===== config.mk =====
export PLATFORM = sky130hd
export DESIGN_NAME = peak_interval_phase_decoder_top
export DESIGN_NICKNAME = d
export VERILOG_FILES = /design/src/rtl/pipd_pkg.sv /design/src/rtl/peak_interval_phase_decoder_top.sv
export SDC_FILE = /design/constraint.sdc
export NUM_CORES = 1
export LEC_CHECK = 0
export BUFFER_PORTS_ARGS = -buffer_cell sky130_fd_sc_hd__buf_4
export CORE_UTILIZATION = 64
export CTS_BUF_LIST = sky130_fd_sc_hd__clkbuf_4 sky130_fd_sc_hd__clkbuf_8
export DETAILED_ROUTE_END_ITERATION = 10
export PLACE_DENSITY_LB_ADDON = 0.25
export SYNTH_ARGS = -nofsm -noshare
export SYNTH_HDL_FRONTEND = slang
export SYNTH_SLANG_ARGS = --single-unit

===== constraint.sdc =====
create_clock -name i_clk -period 8.8 [get_ports i_clk]
set_input_delay 0.88 -clock i_clk [delete_from_list [all_inputs] [get_ports i_clk]]
set_output_delay 0.88 -clock i_clk [all_outputs]
set_load 0.05 [all_outputs]

===== src/rtl/pipd_pkg.sv =====
// ----------------------------------------------------------------------------
// pipd_pkg
// Shared widths, register indexes, tracker codes and the gap-to-step table of
// the peak interval phase decoder.
// ----------------------------------------------------------------------------
package pipd_pkg;

    // Converter sample width
    localparam int SAMPLE_BITS = 12;

    // Configuration registers
    localparam int THRESH_BITS    = 12;
    localparam int LIMIT_BITS     = 7;
    localparam int CFG_INDEX_BITS = 1;
    localparam int CFG_DATA_BITS  = 12;

    localparam logic [CFG_INDEX_BITS-1:0] CFG_PEAK_THRESHOLD = 1'b0;
    localparam logic [CFG_INDEX_BITS-1:0] CFG_SEARCH_LIMIT   = 1'b1;

    localparam logic [THRESH_BITS-1:0] THRESH_RESET = 12'd2000;
    localparam logic [LIMIT_BITS-1:0]  LIMIT_RESET  = 7'd60;

    // Width used for the peak compare
    localparam int CMP_BITS = (SAMPLE_BITS > THRESH_BITS) ? SAMPLE_BITS : THRESH_BITS;

    // Output field widths
    localparam int SYM_BITS   = 3;
    localparam int INDEX_BITS = 8;
    localparam int GAP_BITS   = 8;

    // Symbol codes
    localparam logic [SYM_BITS-1:0] PHASE_INVALID = 3'd4;

    // Sync tracker states
    localparam logic [1:0] ST_IDLE0 = 2'd0;
    localparam logic [1:0] ST_IDLE1 = 2'd1;
    localparam logic [1:0] ST_TYPE  = 2'd2;
    localparam logic [1:0] ST_SYNC  = 2'd3;

    // Frame position after a sync
    localparam logic [INDEX_BITS-1:0] SYNC_POSITION = 8'd4;

    // Phase step: bit 2 flags a gap outside every valid window
    typedef logic [2:0] t_step;
    localparam t_step STEP_ZERO    = 3'b000;
    localparam t_step STEP_ONE     = 3'b001;
    localparam t_step STEP_TWO     = 3'b010;
    localparam t_step STEP_THREE   = 3'b011;
    localparam t_step STEP_INVALID = 3'b100;

    // Gap in samples to phase step
    function automatic t_step gap_step(input logic [GAP_BITS-1:0] gap);
        t_step step;
        if ((gap >= 8'd7 && gap <= 8'd12) || (gap >= 8'd39 && gap <= 8'd41))
            step = STEP_ONE;
        else if ((gap >= 8'd15 && gap <= 8'd20) || (gap >= 8'd47 && gap <= 8'd49))
            step = STEP_TWO;
        else if ((gap >= 8'd23 && gap <= 8'd28) || (gap >= 8'd55 && gap <= 8'd57))
            step = STEP_THREE;
        else if (gap >= 8'd31 && gap <= 8'd33)
            step = STEP_ZERO;
        else
            step = STEP_INVALID;
        return step;
    endfunction

endpackage


===== src/rtl/peak_interval_phase_decoder_top.sv =====
// ----------------------------------------------------------------------------
// peak_interval_phase_decoder_top
// Decodes phase symbols from the spacing of peaks in a converter sample stream.
// ----------------------------------------------------------------------------
// One sample is taken per clock cycle when the output side keeps up; a
// symbol is registered in the result register from the sample held in the
// input register. The per-sample work - threshold compare, gap
// counter, gap window table, phase add and sync tracker update - is one pass
// of logic between those two registers, so the sustained rate is one sample
// per cycle. Samples that cause no symbol produce no output request. Write
// the configuration registers only while no sample is in flight.
module peak_interval_phase_decoder_top (
    input  logic                                i_clk,
    input  logic                                i_rst_n,
    // sample input
    input  logic                                i_in_valid,
    output logic                                o_in_stall,
    input  logic [pipd_pkg::SAMPLE_BITS-1:0]    i_sample,
    // configuration writes
    input  logic                                i_cfg_valid,
    output logic                                o_cfg_ready,
    input  logic [pipd_pkg::CFG_INDEX_BITS-1:0] i_cfg_index,
    input  logic [pipd_pkg::CFG_DATA_BITS-1:0]  i_cfg_data,
    // symbol output
    output logic                                o_out_valid,
    input  logic                                i_out_stall,
    output logic [pipd_pkg::SYM_BITS-1:0]       o_symbol,
    output logic [pipd_pkg::INDEX_BITS-1:0]     o_symbol_index,
    output logic [1:0]                          o_frame_state,
    output logic                                o_sync_found,
    output logic                                o_timed_out
);
    import pipd_pkg::*;

    // Configuration
    logic [THRESH_BITS-1:0] r_threshold;
    logic [LIMIT_BITS-1:0]  r_limit;

    // Input register
    logic                   r_in_valid;
    logic [SAMPLE_BITS-1:0] r_in_sample;

    // Decoder state
    logic                   r_started;
    logic                   r_odd;
    logic                   r_have_ref;
    logic [LIMIT_BITS-1:0]  r_gap_count;
    logic [SYM_BITS-1:0]    r_phase;
    logic [1:0]             r_sync_state;
    logic [INDEX_BITS-1:0]  r_position;

    // Result register
    logic                   r_out_valid;
    logic [SYM_BITS-1:0]    r_symbol;
    logic [INDEX_BITS-1:0]  r_symbol_index;
    logic [1:0]             r_frame_state;
    logic                   r_sync_found;
    logic                   r_timed_out;

    // Next values
    logic                   n_have_ref;
    logic [LIMIT_BITS-1:0]  n_gap_count;
    logic [SYM_BITS-1:0]    n_phase;
    logic [1:0]             n_sync_state;
    logic [INDEX_BITS-1:0]  n_position;
    logic                   n_emit;
    logic                   n_found;

    // Datapath terms
    logic                   fire;
    logic                   accept;
    logic                   examine;
    logic                   is_peak;
    logic                   timeout;
    logic [LIMIT_BITS:0]    count_inc;
    logic [GAP_BITS-1:0]    gap;
    t_step                  step;
    t_step                  step_used;

    // Handshakes
    assign fire        = r_in_valid && (!r_out_valid || !i_out_stall);
    assign o_in_stall  = r_in_valid && !fire;
    assign accept      = i_in_valid && !o_in_stall;
    assign o_cfg_ready = 1'b1;

    // Peak detection and gap measurement
    assign examine   = r_started && !r_odd;
    assign is_peak   = CMP_BITS'(r_in_sample) > CMP_BITS'(r_threshold);
    assign count_inc = {1'b0, r_gap_count} + (LIMIT_BITS+1)'(1);
    assign timeout   = count_inc >= {1'b0, r_limit};
    assign gap       = GAP_BITS'({count_inc, 1'b0});
    assign step      = gap_step(gap);
    assign step_used = is_peak ? step : STEP_ONE;

    // Symbol, phase and sync tracker
    always_comb begin
        n_have_ref   = r_have_ref;
        n_gap_count  = r_gap_count;
        n_phase      = r_phase;
        n_sync_state = r_sync_state;
        n_position   = r_position;
        n_emit       = 1'b0;
        n_found      = 1'b0;
        if (examine) begin
            if (!r_have_ref) begin
                if (is_peak) begin
                    n_have_ref  = 1'b1;
                    n_gap_count = '0;
                end
            end else if (is_peak || timeout) begin
                n_emit      = 1'b1;
                n_gap_count = '0;
            end else begin
                n_gap_count = count_inc[LIMIT_BITS-1:0];
            end
        end
        if (n_emit) begin
            // invalid phase is sticky
            if (r_phase[2] || step_used[2])
                n_phase = PHASE_INVALID;
            else
                n_phase = {1'b0, r_phase[1:0] + step_used[1:0]};
            case (r_sync_state)
                ST_IDLE0: begin
                    if (n_phase == 3'd0) n_sync_state = ST_IDLE1;
                end
                ST_IDLE1: begin
                    if (n_phase == 3'd2)      n_sync_state = ST_TYPE;
                    else if (n_phase == 3'd3) n_sync_state = ST_IDLE0;
                end
                ST_TYPE: begin
                    n_sync_state = (n_phase == 3'd0) ? ST_SYNC : ST_IDLE0;
                end
                ST_SYNC: begin
                    if (n_phase == 3'd2) n_found = 1'b1;
                    else                 n_sync_state = ST_IDLE0;
                end
                default: begin
                    n_sync_state = ST_IDLE0;
                end
            endcase
            n_position = n_found ? SYNC_POSITION : r_position + INDEX_BITS'(1);
        end
    end

    // Configuration registers
    always_ff @(posedge i_clk) begin
        if (!i_rst_n) begin
            r_threshold <= THRESH_RESET;
            r_limit     <= LIMIT_RESET;
        end else if (i_cfg_valid && o_cfg_ready) begin
            case (i_cfg_index)
                CFG_PEAK_THRESHOLD: r_threshold <= i_cfg_data[THRESH_BITS-1:0];
                CFG_SEARCH_LIMIT:   r_limit     <= i_cfg_data[LIMIT_BITS-1:0];
                default: ;
            endcase
        end
    end

    // Input register
    always_ff @(posedge i_clk) begin
        if (!i_rst_n) begin
            r_in_valid <= 1'b0;
        end else if (accept) begin
            r_in_valid <= 1'b1;
        end else if (fire) begin
            r_in_valid <= 1'b0;
        end
    end

    always_ff @(posedge i_clk) begin
        if (accept) begin
            r_in_sample <= i_sample;
        end
    end

    // Decoder state
    always_ff @(posedge i_clk) begin
        if (!i_rst_n) begin
            r_started    <= 1'b0;
            r_odd        <= 1'b0;
            r_have_ref   <= 1'b0;
            r_gap_count  <= '0;
            r_phase      <= '0;
            r_sync_state <= ST_IDLE0;
            r_position   <= '0;
        end else if (fire) begin
            r_started    <= 1'b1;
            r_odd        <= r_started ? !r_odd : 1'b1;
            r_have_ref   <= n_have_ref;
            r_gap_count  <= n_gap_count;
            r_phase      <= n_phase;
            r_sync_state <= n_sync_state;
            r_position   <= n_position;
        end
    end

    // Result register
    always_ff @(posedge i_clk) begin
        if (!i_rst_n) begin
            r_out_valid <= 1'b0;
        end else if (!r_out_valid || !i_out_stall) begin
            r_out_valid <= fire && n_emit;
        end
    end

    always_ff @(posedge i_clk) begin
        if (fire && n_emit) begin
            r_symbol       <= n_phase;
            r_symbol_index <= r_position;
            r_frame_state  <= n_sync_state;
            r_sync_found   <= n_found;
            r_timed_out    <= !is_peak;
        end
    end

    assign o_out_valid    = r_out_valid;
    assign o_symbol       = r_symbol;
    assign o_symbol_index = r_symbol_index;
    assign o_frame_state  = r_frame_state;
    assign o_sync_found   = r_sync_found;
    assign o_timed_out    = r_timed_out;

endmodule


; ---- Word-level counts from Yosys, hierarchy flattened
; Index checks and enable logic that the tools add are counted.
[word_totals]
inputBits = 30
reg_bits = 71
out_inout_bits = 18
[classes]
add_sub_neg = 3
bitwise = 1
magnitude_cmp = 16
muxes = 30
eq_ne = 5
n_reduce_logical = 33
[ops]
columns = operator, count
row1 = "less-or-equal comparator 8 x 6 -> 1 bit, second input constant", 4
row2 = ">= comparator 8 x 6 -> 1 bit, second input constant", 3
row3 = two-way mux 3 bit, 8
row4 = two-way mux 7 bit, 3
row5 = ">= comparator 8 x 5 -> 1 bit, second input constant", 2
row6 = "less-or-equal comparator 8 x 5 -> 1 bit, second input constant", 2
row7 = greater-than comparator 12 bit, 1
row8 = logical AND 1 bit, 12
row9 = two-way mux 2 bit, 6
row10 = two-way mux 1 bit, 11
row11 = "adder 7 x 1 -> 8 bit, second input constant", 1
row12 = "adder 8 x 1 -> 8 bit, second input constant", 1
row13 = ">= comparator 8 x 3 -> 1 bit, second input constant", 1
row14 = ">= comparator 8 x 4 -> 1 bit, second input constant", 1
row15 = >= comparator 8 x 7 -> 1 bit, 1
row16 = "less-or-equal comparator 8 x 4 -> 1 bit, second input constant", 1
row17 = two-way mux 8 bit, 1
row18 = case mux 2 bit (4 select lines), 1
row19 = AND reduction 2 bit, 4
row20 = "equality test 3 x 2 -> 1 bit, second input constant", 2
row21 = zero test 1 bit, 6
row22 = logical OR 1 bit, 6
row23 = "equality test 2 bit, second input constant", 2
row24 = nonzero test 2 bit, 2
row25 = 6 further kinds, 6

; ---- Logic depth before layout (Yosys ltp)
; Gate-level depths: netlist (run 1).
[logic_depth]
depth_word = 16
mapped_depth = 16
depth_no_buf = 15

; ---- Worst setup path before layout (run 1)
; OpenSTA, ideal clock, no wires.
[synth_path]
kind = flip-flop to flip-flop
startpoint = register r_gap_count[0]
endpoint = register r_frame_state[0] (netlist: o_frame_state[0]), data pin
setup_slack_ns = 5.780
required_time_ns = 8.640
path_stages_with_launch = 17
period_less_slack_ns = 3.020
arrival_time_ns = 2.860
cell_sequence = dfxtp_1 -> ha_1 -> buf_2 -> nand3_2 -> xnor2_2 -> a21boi_0 -> o211ai_2 -> nand2_1 -> nand2_1 -> nand2_1 -> ha_1 -> nor2_1 -> nand3_1 -> or4_4 -> nand2_4 -> nor2_1 -> o211ai_1
[synth_via]
elab_chain_len = 16
elab_cells_between_ends = 49
classes_between = 2 x add/sub / 15 x order compare / 2 x eq/ne / 17 x mux / 13 x reduce/logical
[synth_lines]
columns = element, line
row1 = from (decl), peak_interval_phase_decoder_top.sv:47  ; logic [LIMIT_BITS-1:0] r_gap_count;
row2 = from (signal assigned), peak_interval_phase_decoder_top.sv:191  ; r_gap_count <= n_gap_count;
row3 = adder 7 x 1 -> 8 bit (*), peak_interval_phase_decoder_top.sv:89  ; assign count_inc = {1'b0, r_gap_count} + (LIMIT_BITS+1)'(1);
row4 = >= comparator 8 x 5 -> 1 bit (tied with other cells), pipd_pkg.sv:58  ; else if ((gap >= 8'd23 && gap <= 8'd28) || (gap >= 8'd55 && gap <= 8'd57))
row5 = logical AND 1 bit (on tied branches), "pipd_pkg.sv:58, pipd_pkg.sv:60"
row6 = logical OR 1 bit / two-way mux 3 bit (equally long branches), "pipd_pkg.sv:58, pipd_pkg.sv:60"
row7 = two-way mux 3 bit, pipd_pkg.sv:58
row8 = two-way mux 3 bit, pipd_pkg.sv:56  ; else if ((gap >= 8'd15 && gap <= 8'd20) || (gap >= 8'd47 && gap <= 8'd49))
row9 = two-way mux 3 bit, pipd_pkg.sv:54  ; if ((gap >= 8'd7 && gap <= 8'd12) || (gap >= 8'd39 && gap <= 8'd41))
row10 = two-way mux 3 bit, peak_interval_phase_decoder_top.sv:93  ; assign step_used = is_peak ? step : STEP_ONE;
row11 = adder 2 bit / logical OR 1 bit (equally long branches), "peak_interval_phase_decoder_top.sv:122, peak_interval_phase_decoder_top.sv:119"
row12 = two-way mux 3 bit, peak_interval_phase_decoder_top.sv:119  ; if (r_phase[2] || step_used[2])
row13 = two-way mux 3 bit, peak_interval_phase_decoder_top.sv:117  ; if (n_emit) begin
row14 = equality test 3 x 2 -> 1 bit, peak_interval_phase_decoder_top.sv:129  ; else if (n_phase == 3'd3) n_sync_state = ST_IDLE0;
row15 = two-way mux 2 bit, peak_interval_phase_decoder_top.sv:129
row16 = two-way mux 2 bit, peak_interval_phase_decoder_top.sv:128  ; if (n_phase == 3'd2) n_sync_state = ST_TYPE;
row17 = case mux 2 bit (4 select lines), peak_interval_phase_decoder_top.sv:123  ; case (r_sync_state)
row18 = two-way mux 2 bit (*), peak_interval_phase_decoder_top.sv:117
row19 = named net n_sync_state[0], peak_interval_phase_decoder_top.sv:64  ; logic [1:0] n_sync_state;
row20 = to (signal assigned), peak_interval_phase_decoder_top.sv:211  ; r_frame_state <= n_sync_state;
row21 = to (decl), peak_interval_phase_decoder_top.sv:56  ; logic [1:0] r_frame_state;
; The timed path passes the listed nets; every way through them passes the cells marked *. The select of a mux whose other input is x is not followed.
; A chain may end at the register's enable or synchronous reset.

; ---- Final worst setup path (run 1)
[layout_path]
startpoint = register r_gap_count[0]
endpoint = register r_position[6]
[layout_via]
elab_chain_len = 16
elab_cells_between_ends = 45
classes_between = 2 x add/sub / 15 x order compare / 1 x eq/ne / 14 x mux / 13 x reduce/logical
[layout_lines]
columns = element, line
row1 = adder 7 x 1 -> 8 bit (*), peak_interval_phase_decoder_top.sv:89
row2 = >= comparator 8 x 5 -> 1 bit (tied with other cells), pipd_pkg.sv:58
row3 = logical AND 1 bit (on tied branches), "pipd_pkg.sv:58, pipd_pkg.sv:60"
row4 = logical OR 1 bit / two-way mux 3 bit (equally long branches), "pipd_pkg.sv:58, pipd_pkg.sv:60"
row5 = two-way mux 3 bit, pipd_pkg.sv:58
row6 = two-way mux 3 bit, pipd_pkg.sv:56
row7 = two-way mux 3 bit, pipd_pkg.sv:54
row8 = two-way mux 3 bit, peak_interval_phase_decoder_top.sv:93
row9 = adder 2 bit / logical OR 1 bit (equally long branches), "peak_interval_phase_decoder_top.sv:122, peak_interval_phase_decoder_top.sv:119"
row10 = two-way mux 3 bit, peak_interval_phase_decoder_top.sv:119
row11 = two-way mux 3 bit, peak_interval_phase_decoder_top.sv:117
row12 = equality test 3 x 2 -> 1 bit, peak_interval_phase_decoder_top.sv:135  ; if (n_phase == 3'd2) n_found = 1'b1;
row13 = two-way mux 1 bit, peak_interval_phase_decoder_top.sv:135
row14 = two-way mux 1 bit, peak_interval_phase_decoder_top.sv:123
row15 = two-way mux 1 bit, peak_interval_phase_decoder_top.sv:117
row16 = two-way mux 8 bit, peak_interval_phase_decoder_top.sv:142  ; n_position = n_found ? SYNC_POSITION : r_position + INDEX_BITS'(1);
row17 = to (signal assigned), peak_interval_phase_decoder_top.sv:194  ; r_position <= n_position;
row18 = to (decl), peak_interval_phase_decoder_top.sv:50  ; logic [INDEX_BITS-1:0] r_position;
; Every way passes the cells marked *; elsewhere a longest branch is shown, timed or not. The select of a mux whose other input is x is not followed.

==> flow_summary.yaml, run 1 <==
status:
  outcome: "complete, no violations"
cells_and_area:
  fin_nets: 458
  post-route-util: 0.783
  final_cells: 481
  diodes: 0
  layout-drive-gt1-share: 0.190
  area_delta_synth_final_pct: 16.8
power:
  peakVddDrop_v: 0.000144
  p_leak_nw: 1.61
  power.total_mw: 0.709
  power_density_mw_per_mm2: 175
die:
  core_mm2: 0.00517
  start_util: 0.671
  dieArea_mm2: 0.00572
  io_pins: 48
  num_rows: 26
  die_x_um: 75.6
  die_height_um: 75.6
synthesis:
  ys_async_sr_fraction: 0
  synth_cells: 363
  ys_top_cells_by_area: "dfxtp_1 25%, edfxtp_1 23%, ha_1 7.9%"
  ys.flop_type: "dfxtp_1"
  yosysTopAreaCellShare: 0.254
  yosysWarnings: 0
  synth_edf_count: 27
  synth_seq_area_share: 0.488
  syn_avg_cell_area_um2: 9.55
  syn-num-nets: 415
  synth.largest_area_cell: "dfxtp_1"
  syn_area_mm2: 0.00347
  synth-seq-cells: 71
  yosys.cell_types.count: 55
cts:
  cts_made_buffers: 9
  tritoncts: "yes"
  cts_resized: 0
  clock_sinks: 71
  cts_hold_buf: 0
  cts_setup_buffers: 0
  htree_num_levels: 3
  clk_path_buf_depth: 2
  clk_pin_slew_ns: 0.07
  insertion_delay_ns: 0.35
  cts-root-buf: "clkbuf_8"
placed_design:
  placed_cells: 465
  io_buffers: 46
  dp_hpwl_mm: 5.00
  routabilityCongestion: 0.876
grt:
  grt_antenna_before_repair: 0
  grt_pass1_wl_mm: 12.0
  grt_max_degree: 28
  grt_pass1_vias: 2675
  grt-ovfl-total: 0
  grt_use_total: 0.286
timing:
  fin_worst_skew_ns: 0.00985
  drv_slew: 0
  period_share: 0.423
  fmax_ghz: 0.269
  finalHoldViolCount: 0
  worst_pin_slew_ns: 1.25
  tns_ns: 0
  period_needed_ns: 3.72
  slew_headroom: 0.166
  grt_setup_unrepaired: "no"
  setup_violations: 0
worst_setup_path:
  cp.arrival_ns: 3.97
  start_kind: "flop"
  worstSetupEndpointType: "flop"
  worstPathRequired_ns: 9.05
  cpPeakStageDelay_ns: 0.69
  reg2regPathDepth: 14
  crit_slowest_cell: "inv_1"
  path_class: "flop to flop"
  critPathMaxFanout: 25
  cp_cell_sequence: "ha_1, xnor2_1, inv_1, ha_1, o21a_1, o211ai_1, o21ai_0, a31oi_1, nand2_2, nand3_2, inv_1, nand3_1, xnor2_1, and2_1"
routing:
  wire_per_inst_um: 15.0
  drt_iter0_drc: 180
  route.detailed.drc: 0
  wl_mm: 7.21
  vias: 2841
  first_pass_iters: 5
  viasPerCell: 5.91
  route.antenna.remaining_nets: 0
hold_path:
  holdPathStages: 2
  hp-class: "flop to flop"
flow_run:
  cap_violations: 0
==> logic make-up after synthesis <==
group	after synthesis	synth area share
AND/OR/NAND/NOR	133	0.190
AO/OA/AOI/OAI	84	0.161
flip-flops	71	0.488
buffers and inverters	40	0.0491
adder cells (fa/ha/maj)	22	0.0794
XOR/XNOR	12	0.0325
other	1	0.00108
==> power by group <==
group          internal (mW)  total [mW]  switching [mW]
Sequential             0.351       0.356         0.00472
Combinational         0.0268      0.0641          0.0373
Clock                  0.166       0.289           0.123
==> registers in the layout, summed over array words and instances, names as in the netlist, 2 cells and up <==
signal,cells
r_position,8
r_threshold,12
r_limit,7
r_in_sample,12
o_symbol_index,8
o_symbol,3
r_sync_state,2
o_frame_state,2
r_gap_count,7
r_phase,3
==> stage by stage <==
| step | cell area [um2] | worst slack [ns] | hold WS, ns |
|---|---|---|---|
| global route | 4050 | 4.82 | 0.483 |
| global placement | 3830 | 5.34 | 0.445 |
| detailed placement | 3830 | 5.15 | 0.442 |
| floorplan | 3470 | 5.78 | 0.417 |
| finish | 4050 | 5.08 | 0.460 |
| CTS | 4050 | 5.10 | 0.458 |
==> cells in the mapped netlist (7+ instances only) <==
cell type and n:
nand2_1 51, a21oi_1 26, nand3_1 12, clkbuf_1 7, o21ai_0 13, dfxtp_1 44
xnor2_1 9, and2_1 7, nor2_1 21, nand4_1 9, edfxtp_1 27, o211ai_1 16
inv_1 24, ha_1 22
==> routing by layer <==
metal	up-vias	GRT usage	part of all wire
li1	1379	-	-
met1	1331	0.350	0.44
met2	106	0.462	0.48
met3	25	0.0767	0.062
met4	0	0.150	0.027
met5	-	0	0
==> worst max-delay path, delay by kind of cell (launching register included) <==
kind                       cells  cell delay (ns)
and+or+nand+nor                4             0.77
DFF                            1             0.47
adders and majority gates      2             0.68
AOI/OAI and AO/OA              4             0.55
xor gates and xnor gates       2             0.37
buffers and inverters          2             0.78
==> path summary, 6_finish.rpt <==
| check | startpoint | endpoint | slack [ns] |
|---|---|---|---|
| setup reg to reg | r_gap_count[0] | r_position[6] | 5.08 |
| setup / recovery | r_gap_count[0] | r_position[6] | 5.08 |
| hold / removal | r_limit[1] | r_limit[1] | 0.46 |
| hold reg to reg | r_limit[1] | r_limit[1] | 0.46 |
==> cells in the final DEF, fill, tap and decap left out, drive strengths merged, types with 7 or more instances in the layout <==
master and n:
edfxtp 27, a21oi 27, nand4 9, xnor2 10
buf 46, nand2 53, inv 24, nor2 21
nand3 14, ha 22, o21ai 17, clkbuf 10
and2 7, o211ai 17, dfxtp 44
==> final cells by class <==
type	count	area, um2
Fill cell	343	1120
Timing Repair Buffer	46	345
Multi-Input combinational cell	252	1610
Inverter	26	98.8
Clock inverter	6	83.8
Sequential cell	71	1690
Tap cell	70	87.6
Clock buffer	10	138
Power figures use the tool's default switching activity.
==> run 2: changes to the inputs <==
--- a/config.mk
+++ b/config.mk
@@ -5,8 +5,9 @@
 export SDC_FILE = /design/constraint.sdc
 export NUM_CORES = 1
 export LEC_CHECK = 0
+export ABC_AREA = 1
 export BUFFER_PORTS_ARGS = -buffer_cell sky130_fd_sc_hd__buf_4
-export CORE_UTILIZATION = 64
+export CORE_UTILIZATION = 60
 export CTS_BUF_LIST = sky130_fd_sc_hd__clkbuf_4 sky130_fd_sc_hd__clkbuf_8
 export DETAILED_ROUTE_END_ITERATION = 10
 export PLACE_DENSITY_LB_ADDON = 0.25
==> constraint.sdc (replaced) <==
create_clock -name i_clk -period 3.8 [get_ports i_clk]
set_input_delay 0.38 -clock i_clk [delete_from_list [all_inputs] [get_ports i_clk]]
set_output_delay 0.38 -clock i_clk [all_outputs]
set_load 0.05 [all_outputs]
==> run 2 against run 1 <==
Against the previous run:
- non-clock buffer count unchanged
- synthesized area up 5.9%
- cell count up 16%
- clock skew about the same
==> flow_summary.yaml, run 2 <==
placed_design:
  dp_hpwl_mm: 5.33
  routabilityCongestion: 0.841
  placed_cells: 544
  io_buffers: 46
  dp_slack_ns: 0.961
hold_path:
  min_delay_worst_endpoint: "r_in_sample[3]"
  hp-start: "i_sample[3]"
  holdPathStages: 1
  hp-class: "input pin to flop"
cts:
  clk_path_buf_depth: 2
  insertion_delay_ns: 0.35
  cts_hold_buf: 0
  cts_made_buffers: 9
  cts_resized: 0
  tritoncts: "yes"
  cts-root-buf: "clkbuf_8"
  clk_pin_slew_ns: 0.08
  htree_num_levels: 3
  clock_sinks: 71
  cts_setup_buffers: 0
routing:
  viasPerCell: 5.36
  first_pass_iters: 5
  wire_per_inst_um: 13.1
  route.antenna.remaining_nets: 0
  vias: 3001
  drt_iter0_drc: 129
  route.detailed.drc: 0
  wl_mm: 7.32
grt:
  grt_max_degree: 25
  met3_usage: 0.0614
  grt_use_met2: 0.420
  grt_antenna_before_repair: 0
  busiest_layer: "met2"
  grt_pass1_vias: 2777
  grt-ovfl-total: 0
  use_met1: 0.307
  grt_pass1_wl_mm: 12.2
  grt_use_total: 0.247
synthesis:
  synth-seq-cells: 71
  syn_avg_cell_area_um2: 8.52
  synth_seq_area_share: 0.460
  synth.largest_area_cell: "dfxtp_1"
  synth_common_cells: "81 x nand2_1, 64 x inv_1, 44 x dfxtp_1"
  syn_area_mm2: 0.00367
  yosys.cell_types.count: 40
  yosysTopAreaCellShare: 0.240
  synth_cells: 431
  synthMostInstantiatedCell: "nand2_1"
  yosysWarnings: 0
  ys.flop_type: "dfxtp_1"
  ys_async_sr_fraction: 0
  synth_edf_count: 27
  syn-num-nets: 483
  ys_top_cells_by_area: "dfxtp_1 24%, edfxtp_1 22%, nand2_1 8.3%"
cells_and_area:
  final_cells: 560
  reg_top3: "r_in_sample (12), r_threshold (12)"
  area_delta_synth_final_pct: 16.5
  final_common_cell: "nand2_1"
  fill_cells: 455
  mostFrequentLayoutCells: "81 x nand2_1, 64 x inv_1, 46 x buf_4"
  fin_nets: 532
  layout-drive-gt1-share: 0.212
  diodes: 0
timing:
  setup_violations: 0
  drv_slew: 0
  tns_ns: 0
  period_needed_ns: 2.96
  finalWorstSetupSlack_ns: 0.840
  finalHoldViolCount: 0
  fin_worst_skew_ns: 0.00981
  fmax_ghz: 0.338
  grt_setup_unrepaired: "no"
  period_share: 0.779
  hold_ws_ns: 0.202
  slew_headroom: 0.476
  worst_pin_slew_ns: 0.783
worst_setup_path:
  r2r-end: "o_frame_state[0]"
  rrSetupSlack_ns: 0.84
  start_kind: "flop"
  reg2regPathDepth: 20
  path_class: "flop to flop"
  critPathMaxFanout: 9
  r2r-start: "r_gap_count[0]"
  cp.arrival_ns: 3.08
  worstSetupEndpointType: "flop"
  worstPathRequired_ns: 3.92
status:
  outcome: "complete, no violations"
die:
  die_x_um: 80.2
  die_height_um: 80.2
  num_rows: 28
  start_util: 0.620
  dieArea_mm2: 0.00644
  io_pins: 48
  core_mm2: 0.00592
power:
  power.total_mw: 1.62
  power_density_mw_per_mm2: 379
  p_leak_nw: 1.93
  peakVddDrop_v: 0.000320
flow_run:
  cap_violations: 0
==> run 2: changes by cell type in the layout (fill, tap and decap cells not counted), moves of 5 or more <==
cell / previous run / this run
and2_1: 7 / 0
inv_1: 24 / 64
inv_2: 0 / 6
nand2_1: 51 / 81
nand2_2: 1 / 8
nor2_1: 21 / 39
nor2b_1: 5 / 0
o211ai_1: 16 / 10
or3_1: 6 / 0
xnor2_1: 9 / 2
==> run 2: final cells by class <==
type | count | area, um2 | share of cell area
clock buffer | 13 | 160 | 0.0374
clock inverter | 3 | 43.8 | 0.0102
sequential | 71 | 1690 | 0.395
inverter | 74 | 285 | 0.0667
tap | 75 | 93.8 | 0.0219
multi-input combinational | 278 | 1660 | 0.388
timing repair buffer | 46 | 345 | 0.0807
==> run 2: cell families after synthesis <==
| family | share of synthesized area |
|---|---|
| and+or+nand+nor | 0.245 |
| xor gates and xnor gates | 0.0143 |
| DFF | 0.460 |
| AOI/OAI and AO/OA | 0.117 |
| adders and majority gates | 0.0749 |
| buffers and inverters | 0.0879 |
| other | 0.00102 |
==> run 2: critical path: stages (launching register included) <==
cell	delay, ns
dfxtp_1	0.52
ha_1	0.32
nand3_2	0.13
clkinv_1	0.11
nand3_4	0.07
nand2_4	0.11
nand3_2	0.09
nor2_4	0.12
nand2_1	0.07
nand3_1	0.10
ha_1	0.16
xnor2_1	0.15
nand3_1	0.13
nand2_2	0.10
inv_2	0.05
nor2_4	0.13
inv_2	0.08
nand2_1	0.08
nand3_2	0.08
nand2_2	0.08
inv_1	0.04
==> run 2: stage by stage <==
stage | cell area [um2] | util
after CTS | 4280 | 0.723
after detailed placement | 4080 | 0.688
final | 4280 | 0.723
after global placement | 4080 | 0.688
after floorplan | 3670 | -
after global routing | 4280 | 0.723
==> run 2: how the worst max path moves through the flow <==
stage / startpoint / to / slack [ns]
after floorplan: r_gap_count[0] / o_frame_state[0] / 1.24
final: r_gap_count[0] / o_frame_state[0] / 0.84
after CTS: r_gap_count[0] / o_frame_state[0] / 0.87
after global placement: r_gap_count[0] / r_position[3] / 1.06
after detailed placement: r_gap_count[0] / o_frame_state[0] / 0.96
after global routing: r_in_sample[11] / r_position[4] / 0.59
==> run 2: routing by layer <==
layer | share of wire | up-vias
met5 | 0 | -
li1 | - | 1506
met1 | 0.44 | 1386
met3 | 0.052 | 13
met4 | 0.014 | 0
met2 | 0.49 | 96
==> run 2: power breakdown <==
part / switching, mW / internal [mW]
sequential: 0.0122 / 0.817
combinational: 0.102 / 0.0665
clock: 0.282 / 0.344
==> run 3: changes to the inputs <==
--- a/config.mk
+++ b/config.mk
@@ -5,9 +5,9 @@
 export SDC_FILE = /design/constraint.sdc
 export NUM_CORES = 1
 export LEC_CHECK = 0
-export ABC_AREA = 1
+export ABC_AREA = 0
 export BUFFER_PORTS_ARGS = -buffer_cell sky130_fd_sc_hd__buf_4
-export CORE_UTILIZATION = 60
+export CORE_UTILIZATION = 54
 export CTS_BUF_LIST = sky130_fd_sc_hd__clkbuf_4 sky130_fd_sc_hd__clkbuf_8
 export DETAILED_ROUTE_END_ITERATION = 10
 export PLACE_DENSITY_LB_ADDON = 0.25
==> constraint.sdc (replaced) <==
create_clock -name i_clk -period 2.7 [get_ports i_clk]
set_input_delay 0.27 -clock i_clk [delete_from_list [all_inputs] [get_ports i_clk]]
set_output_delay 0.27 -clock i_clk [all_outputs]
set_load 0.05 [all_outputs]
==> run 3 against run 2 <==
Against the previous run:
- the flow now finishes with violations (setup timing)
- cell count down 4.3%
- count of clock-buffer cells in the layout down 2
- global-route usage up 2.9 points
- critical path depth down 7
- register-to-register slack worse by 1.0 ns
- largest power group unchanged
==> flow_summary.yaml, run 3 (same netlist as run 1, synthesis figures left out) <==
status:
  outcome: "finished with violations"
  violations: "setup timing"
timing:
  tns_ns: -2.76
  fin_worst_skew_ns: 0.00933
  period_needed_ns: 2.90
  grt_setup_unrepaired: "yes"
  finalHoldViolCount: 0
  drv_slew: 0
  hold_ws_ns: 0.0914
  setup_violations: 25
  worst_pin_slew_ns: 0.530
  fmax_ghz: 0.344
  period_share: 1.08
  slew_headroom: 0.644
  finalWorstSetupSlack_ns: -0.205
cells_and_area:
  final_area_mm2: 0.00488
  layout-drive-gt1-share: 0.382
  mostFrequentLayoutCells: "81 x buf_4, 49 x nand2_1, 38 x dfxtp_1"
  fin_nets: 508
  seq_area_mm2: 0.00170
  diodes: 0
  multiInputGateArea_mm2: 0.00194
  area_delta_synth_final_pct: 40.7
  final_common_cell: "buf_4"
  fill_cells: 348
  reg_top3: "r_in_sample (12), r_threshold (12)"
die:
  die_x_um: 82.1
  die_height_um: 82.1
  start_util: 0.572
  core_mm2: 0.00606
  dieArea_mm2: 0.00675
  num_rows: 28
  io_pins: 48
power:
  power.total_mw: 2.61
  power_frac_clock: 0.435
  power_switching_mw: 0.584
  peakVddDrop_v: 0.000416
  p_leak_nw: 1.94
  swShare: 0.224
  p_seq_frac: 0.446
  power.internal_mw: 2.02
  comb_power_share: 0.120
  power_density_mw_per_mm2: 535
placed_design:
  detailed_place.area_mm2: 0.00419
  io_buffers: 46
  dp_hpwl_mm: 5.57
  routabilityCongestion: 0.885
routing:
  first_pass_iters: 7
  viasPerCell: 5.82
  wire_per_inst_um: 16.9
  vias: 3121
  route.detailed.drc: 0
  route.antenna.remaining_nets: 0
  wl_mm: 9.04
  drt_iter0_drc: 202
worst_setup_path:
  crit_start: "r_in_sample[10]"
  cp.depth: 13
  r2r-start: "r_in_sample[10]"
  critPathMaxFanout: 5
  cp.arrival_ns: 3.16
  cpPeakStageDelay_ns: 0.45
  reg2regPathDepth: 13
  rrSetupSlack_ns: -0.20
  crit_buf_inv: 0
  r2r-end: "r_position[5]"
  crit_slowest_cell: "or4_4"
  cp_cell_sequence: "ha_1, nand4_1, o211ai_1, o31a_1, o41a_4, nand2_4, ha_4, nor2_4, nand3_2, or4_4, nand2_4, a21oi_4, and2_1"
  start_kind: "flop"
  worstPathRequired_ns: 2.95
  worstSetupEndpointType: "flop"
  worstSetupEndpoint: "r_position[5]"
  cpMostUsedCell: "nand2_4"
  path_class: "flop to flop"
  path_delay_family: "simple AND/OR/NAND/NOR gates"
grt:
  grt-ovfl-total: 0
  grt_pass1_wl_mm: 13.9
  grt_use_total: 0.276
  grt_max_degree: 19
  grt_antenna_before_repair: 0
  grt_pass1_vias: 3015
flow_run:
  cap_violations: 0
cts:
  cts-root-buf: "clkbuf_8"
  clk_pin_slew_ns: 0.08
  clk_path_buf_depth: 2
  tritoncts: "yes"
  cts_made_buffers: 9
  clock_sinks: 71
  cts_hold_buf: 0
  insertion_delay_ns: 0.35
  htree_num_levels: 3
hold_path:
  hp-class: "input pin to flop"
==> run 3: changes by cell type in the layout (fill, tap and decap cells not counted), sizes merged, moves of 6 or more <==
cell,previous run,this run
and2,0,7
buf,46,96
inv,72,24
nand2,93,53
nor2,47,21
o211ai,10,17
o21ai,23,17
or3,0,6
xnor2,2,10
==> run 3: how the worst min path moves through the flow <==
| stage | start | endpoint | slack (ns) | cells past startpoint |
|---|---|---|---|---|
| detailed placement | r_threshold[5] | r_threshold[5] | 0.44 | 2 |
| global route | i_sample[5] | r_in_sample[5] | 0.08 | 1 |
| finish | i_sample[0] | r_in_sample[0] | 0.09 | 1 |
| CTS | i_sample[2] | r_in_sample[2] | 0.08 | 1 |
| global placement | r_threshold[5] | r_threshold[5] | 0.44 | 2 |
| floorplan | i_sample[0] | r_in_sample[0] | 0.37 | 0 |
==> run 3: what timing repair did <==
action	4_1_cts	5_1_grt
pin swaps	15	26
cloned	0	1
buffers inserted	14	7
endpoints found under the setup margin	40	40
gates resized for setup	38	32
==> run 3: through the flow <==
step                      utilization  setup WS, ns  instances
after floorplan                     -       -0.0226        363
after detailed placement        0.692        -0.173        503
after CTS                       0.781        -0.164        532
final                           0.805        -0.205        536
after global placement          0.692       -0.0762        503
after global routing            0.805        -0.319        536
==> run 3: area by class of cell <==
type / instances / area share
Clock buffer: 11 / 0.0285
Clock inverter: 5 / 0.0264
Inverter: 26 / 0.0210
Multi-Input combinational cell: 252 / 0.398
Sequential cell: 71 / 0.349
Tap cell: 75 / 0.0192
Timing Repair Buffer: 96 / 0.158
==> run 3: metal layers <==
| layer | track usage | vias up | wire [um] |
|---|---|---|---|
| met1 | 0.328 | 1491 | 3700 |
| met5 | 0 | - | 0 |
| met3 | 0.0692 | 22 | 528 |
| met2 | 0.474 | 123 | 4580 |
| met4 | 0.111 | 0 | 227 |
| li1 | - | 1485 | - |
==> run 3: power groups by stage <==
stage | logic (mW) | clock network [mW] | registers, mW
finish | 0.312 | 1.13 | 1.16
floorplan | 0.151 | 0 | 1.18
detailed placement | 0.243 | 0 | 1.19
global route | 0.340 | 1.18 | 1.17
CTS | 0.275 | 1.14 | 1.16
global placement | 0.232 | 0 | 1.18
